`src/hdl/tcw_pkg.sv`:
```
`default_nettype none
// ----------------------------------------------------------------------------
// tcw_pkg
// Shared constants, codes and control types of the text console writer.
// ----------------------------------------------------------------------------
package tcw_pkg;

    localparam int COLS   = 80;
    localparam int ROWS   = 25;
    localparam int CELLS  = COLS * ROWS;
    localparam int ADDR_W = $clog2(CELLS);
    localparam int COL_W  = 7;
    localparam int ROW_W  = 5;
    localparam int CHAR_W = 8;
    localparam int ATTR_W = 8;
    localparam int CELL_W = 16;
    localparam int IN_W   = 32;
    localparam int OUT_W  = 32;

    localparam logic [CHAR_W-1:0] CH_NEWLINE   = 8'd10;
    localparam logic [CHAR_W-1:0] CH_RETURN    = 8'd13;
    localparam logic [CHAR_W-1:0] CH_BACKSPACE = 8'd8;
    localparam logic [CHAR_W-1:0] CH_BLANK     = 8'h20;
    localparam logic [ATTR_W-1:0] RESET_ATTR   = 8'h07;

    typedef enum logic [1:0] {
        ACT_PUT   = 2'd0,
        ACT_CLEAR = 2'd1,
        ACT_SET   = 2'd2,
        ACT_READ  = 2'd3
    } action_t;

    typedef struct packed {
        logic load;
        logic exec;
        logic sweep;
        logic result;
    } cmd_t;

    typedef struct packed {
        action_t action;
        logic    scroll;
        logic    sweep_last;
        logic    out_free;
    } status_t;

endpackage
`default_nettype wire

```
`src/hdl/tcw_ctrl.sv`:
```
`default_nettype none
// ----------------------------------------------------------------------------
// tcw_ctrl
// Sequencer: init sweep, accept, execute, fill sweep, read wait, result.
// ----------------------------------------------------------------------------
module tcw_ctrl (
    input  logic             clk,
    input  logic             rst_n,
    input  logic             s_axis_tvalid,
    output logic             s_axis_tready,
    input  tcw_pkg::status_t st,
    output tcw_pkg::cmd_t    cmd
);

    import tcw_pkg::*;

    typedef enum logic [2:0] {
        ST_INIT,
        ST_IDLE,
        ST_EXEC,
        ST_FILL,
        ST_READ,
        ST_DONE
    } state_t;

    state_t state_reg;
    state_t state_next;

    assign s_axis_tready = (state_reg == ST_IDLE);

    always_comb
    begin
        state_next = state_reg;
        cmd        = '0;
        unique case (state_reg)
            ST_INIT:
            begin
                cmd.sweep = 1'b1;
                if (st.sweep_last)
                begin
                    state_next = ST_IDLE;
                end
            end
            ST_IDLE:
            begin
                if (s_axis_tvalid)
                begin
                    cmd.load   = 1'b1;
                    state_next = ST_EXEC;
                end
            end
            ST_EXEC:
            begin
                cmd.exec = 1'b1;
                unique case (st.action)
                    ACT_PUT:   state_next = st.scroll ? ST_FILL : ST_DONE;
                    ACT_CLEAR: state_next = ST_FILL;
                    ACT_SET:   state_next = ST_DONE;
                    ACT_READ:  state_next = ST_READ;
                    default:   state_next = ST_DONE;
                endcase
            end
            ST_FILL:
            begin
                cmd.sweep = 1'b1;
                if (st.sweep_last)
                begin
                    state_next = ST_DONE;
                end
            end
            ST_READ:
            begin
                state_next = ST_DONE;
            end
            ST_DONE:
            begin
                if (st.out_free)
                begin
                    cmd.result = 1'b1;
                    state_next = ST_IDLE;
                end
            end
            default:
            begin
                state_next = ST_IDLE;
            end
        endcase
    end

    always_ff @(posedge clk or negedge rst_n)
    begin
        if (!rst_n)
        begin
            state_reg <= ST_INIT;
        end
        else
        begin
            state_reg <= state_next;
        end
    end

endmodule
`default_nettype wire

```
`config.mk`:
```
export PLATFORM = sky130hd
export DESIGN_NAME = tcw_ctrl
export DESIGN_NICKNAME = d
export VERILOG_FILES = /design/src/hdl/tcw_pkg.sv /design/src/hdl/tcw_ctrl.sv
export SDC_FILE = /design/constraint.sdc
export NUM_CORES = 1
export LEC_CHECK = 0
export BUFFER_PORTS_ARGS = -buffer_cell sky130_fd_sc_hd__buf_4
export CORE_AREA = 2 2 39 41
export DETAILED_ROUTE_END_ITERATION = 12
export DIE_AREA = 0 0 41 43
export SYNTH_ARGS = -nofsm -noshare
export SYNTH_HDL_FRONTEND = slang
export SYNTH_SLANG_ARGS = --single-unit
```
`constraint.sdc`:
```
create_clock -name clk -period 1.1 [get_ports clk]
set_input_delay 0.055 -clock clk [delete_from_list [all_inputs] [get_ports clk]]
set_output_delay 0.055 -clock clk [all_outputs]
set_load 0.05 [all_outputs]
```
==> flow_metrics.tcl <==
set metrics [dict create \
    synth_cell_types 18 \
    violations "negative setup slack" \
    min_period_ns 1.34 \
    met2_usage_pct 15.6 \
    grt.overflow.total 0 \
    path_cells "nor2b_4 -> and2b_4 -> and2_4 -> buf_8" \
    cp-start-kind "flip-flop" \
    diodes 0 \
    cpMaxStageDelayCell "dfrtp_2" \
    max_freq_ghz 0.744 \
    yosys_register_bits 3 \
    drc_errors 0 \
    end_kind "output pin" \
    fillCellCount 145 \
    grt_max_degree 9 \
    io_pins 13 \
    peakVddDrop_mv 1.34 \
    post_dp_cell_area_um2 387 \
    swShare_pct 42.6 \
    grt_pass1_vias 292 \
    placementRows 14 \
    hpwl_um 448 \
    io_buffers 12 \
    arrival_ns 1.29 \
    regArea_um2 77.6 \
    tightest_slew_ns 0.248 \
    min_path_type "input pin to flip-flop" \
    dp_slack_ns -0.0905 \
    powerDensity_nw_per_um2 3390 \
    root_buffer "clkbuf_4" \
    die_h_um 43 \
    drt_first_pass_iters 2 \
    globalRouteMet1Util_pct 10.4 \
    finalCritPeriodShare_pct 122 \
    ant_nets 0 \
    tritoncts "done" \
    htreeDepth 1 \
    skew_ns 0.00320 \
    via_count 293 \
    multiInputGateArea_um2 193 \
    synthCells 25 \
    clk_path_buf_depth 2 \
    grt-busiest-layer "met2" \
    clock_latency_ns 0.24 \
    largest_reg_flops 3 \
    avgSynthCellArea_um2 8.81 \
    reg2reg_slack_ns -0.11 \
    switching_power_w 0.000822 \
    vias_per_cell 4.13 \
    numCtsBuffers 3 \
    grt_pass1_wl_um 1150 \
    die_x_um 41 \
    finalSetupViolations 7 \
    clk_pin_slew_ns 0.04 \
    floorplan.initialDensity_pct 15.9 \
    drtIter0Drc 2 \
    yosysSeqAreaShare_pct 34.1 \
    slew_violations 0 \
    hold_viol_final 0 \
    syn_area_um2 220 \
    p_clk_share_pct 10.3 \
    p_seq_share_pct 12.6 \
    nets 64 \
    outcome "finished with violations" \
    dieArea_um2 1760 \
    maxCapViolations 0 \
    wl_per_cell_um 10.9 \
    crit_path_max_fanout 5 \
    relSlewSlack_pct 83.4 \
    p_int_w 0.00111 \
    gr-usage-met3_pct 3.14 \
    syn_nets 33 \
    rsz0062_at_grt "true" \
    layout-drive-gt1-share_pct 74.5 \
    design.core.area_um2 1380 \
    required_ns 1.04 \
    postRouteWirelength_um 774 \
    cts_num_sinks 3 \
    cp_slowest_stage_delay_ns 0.42 \
    comb_power_share_pct 77.1 \
    finalWeightedCongestion 0.729 \
    worst-setup-path-type "flip-flop to output pin" \
    p_leak_nw 0.263 \
    stdcell_area_um2 571 \
    ys_warn_count 0 \
    area_delta_synth_final_pct 159 \
    antenna_found_initial 0 \
    setup_ws_ns -0.243 \
    grt_use_total_pct 10.4 \
]
area by class of cell:
type	instances	area share (%)
well taps	16	3.51
flip-flops and latches	3	13.6
repair buffers	27	44.5
clock buffers	4	4.61
multi-input cells	21	33.8
synthesized netlist by cell type, drive strengths merged:
cell	instances	share of area, %
nand3b	1	3.4
o311a	1	4.5
nand2b	1	2.8
and2b	1	3.4
o31a	1	4.0
nor2b	3	9.7
o22ai	1	2.8
nand4b	1	4.0
a21oi	2	4.5
and3	1	2.8
nand2	2	3.4
dfrtp	3	34
and2	1	2.8
buf	1	5.1
nor3	3	9.1
nor2	2	3.4
path summary, 6_finish.rpt:
check | from | to | depth (start not counted)
worst min-delay path | st[4] | state_reg[2]$_DFFE_PN0P_ | 3
max in group asynchronous | rst_n | state_reg[0]$_DFFE_PN0P_ | 2
worst max register to register | state_reg[0]$_DFFE_PN0P_ | state_reg[1]$_DFFE_PN0P_ | 4
worst max-delay path | state_reg[0]$_DFFE_PN0P_ | cmd[3] | 4
min in group asynchronous | rst_n | state_reg[2]$_DFFE_PN0P_ | 2
worst min register to register | state_reg[2]$_DFFE_PN0P_ | state_reg[1]$_DFFE_PN0P_ | 2
logic make-up after synthesis:
family	share of synthesized area, %
buffers and inverters	5.11
AO/OA/AOI/OAI	15.9
flip-flops	34.1
AND/OR/NAND/NOR	44.9
placed cells by master (no fill, tap or decap), types with 2 or more instances in the layout:
master,n
buf_8,3
buf_4,16
buf_6,7
nor3_4,2
nor2b_4,3
nand2_1,2
dfrtp_2,2
clkbuf_4,3
nor2_1,2
a21oi_1,2
power by group through the flow:
stage	registers, W	clock network, W	logic (W)
3_5_place_dp	0.000245	0	0.000987
6_report	0.000243	0.000199	0.00149
5_1_grt	0.000251	0.000215	0.00157
2_1_floorplan	0.000238	0	0.000704
3_3_place_gp	0.000242	0	0.000981
4_1_cts	0.000246	0.000211	0.00126
stage by stage:
step	setup TNS [ns]	power (W)	cells	hold WS, ns	util, %
finish	-1.12	0.00193	71	0.120	41.2
global route	-1.49	0.00204	71	0.118	41.2
CTS	-0.989	0.00172	68	0.110	36.7
detailed placement	-0.170	0.00123	57	-0.153	27.9
global placement	-0.153	0.00122	57	-0.154	27.9
floorplan	-0.219	0.000942	25	-0.241	-
per-layer routing:
layer / routed length (um) / vias to the layer above
met1: 274 / 130
met2: 436 / 10
met4: 31 / 0
met5: 0 / -
li1: - / 149
met3: 33 / 4
worst max-delay path, delay by kind of cell (launching register included):
family	cells	cell delay (ns)
simple gates	3	0.50
flops	1	0.42
buf+inv	1	0.13
timing repair:
item                                    in CTS  in global routing
hold buffers                                 1                  0
resized for setup                           12                  9
pin swaps                                    2                  5
endpoints found under the hold margin        3                  0
endpoints found under the setup margin       6                  8
buffers inserted                             6                  3
(Power assumes the default switching activity.)
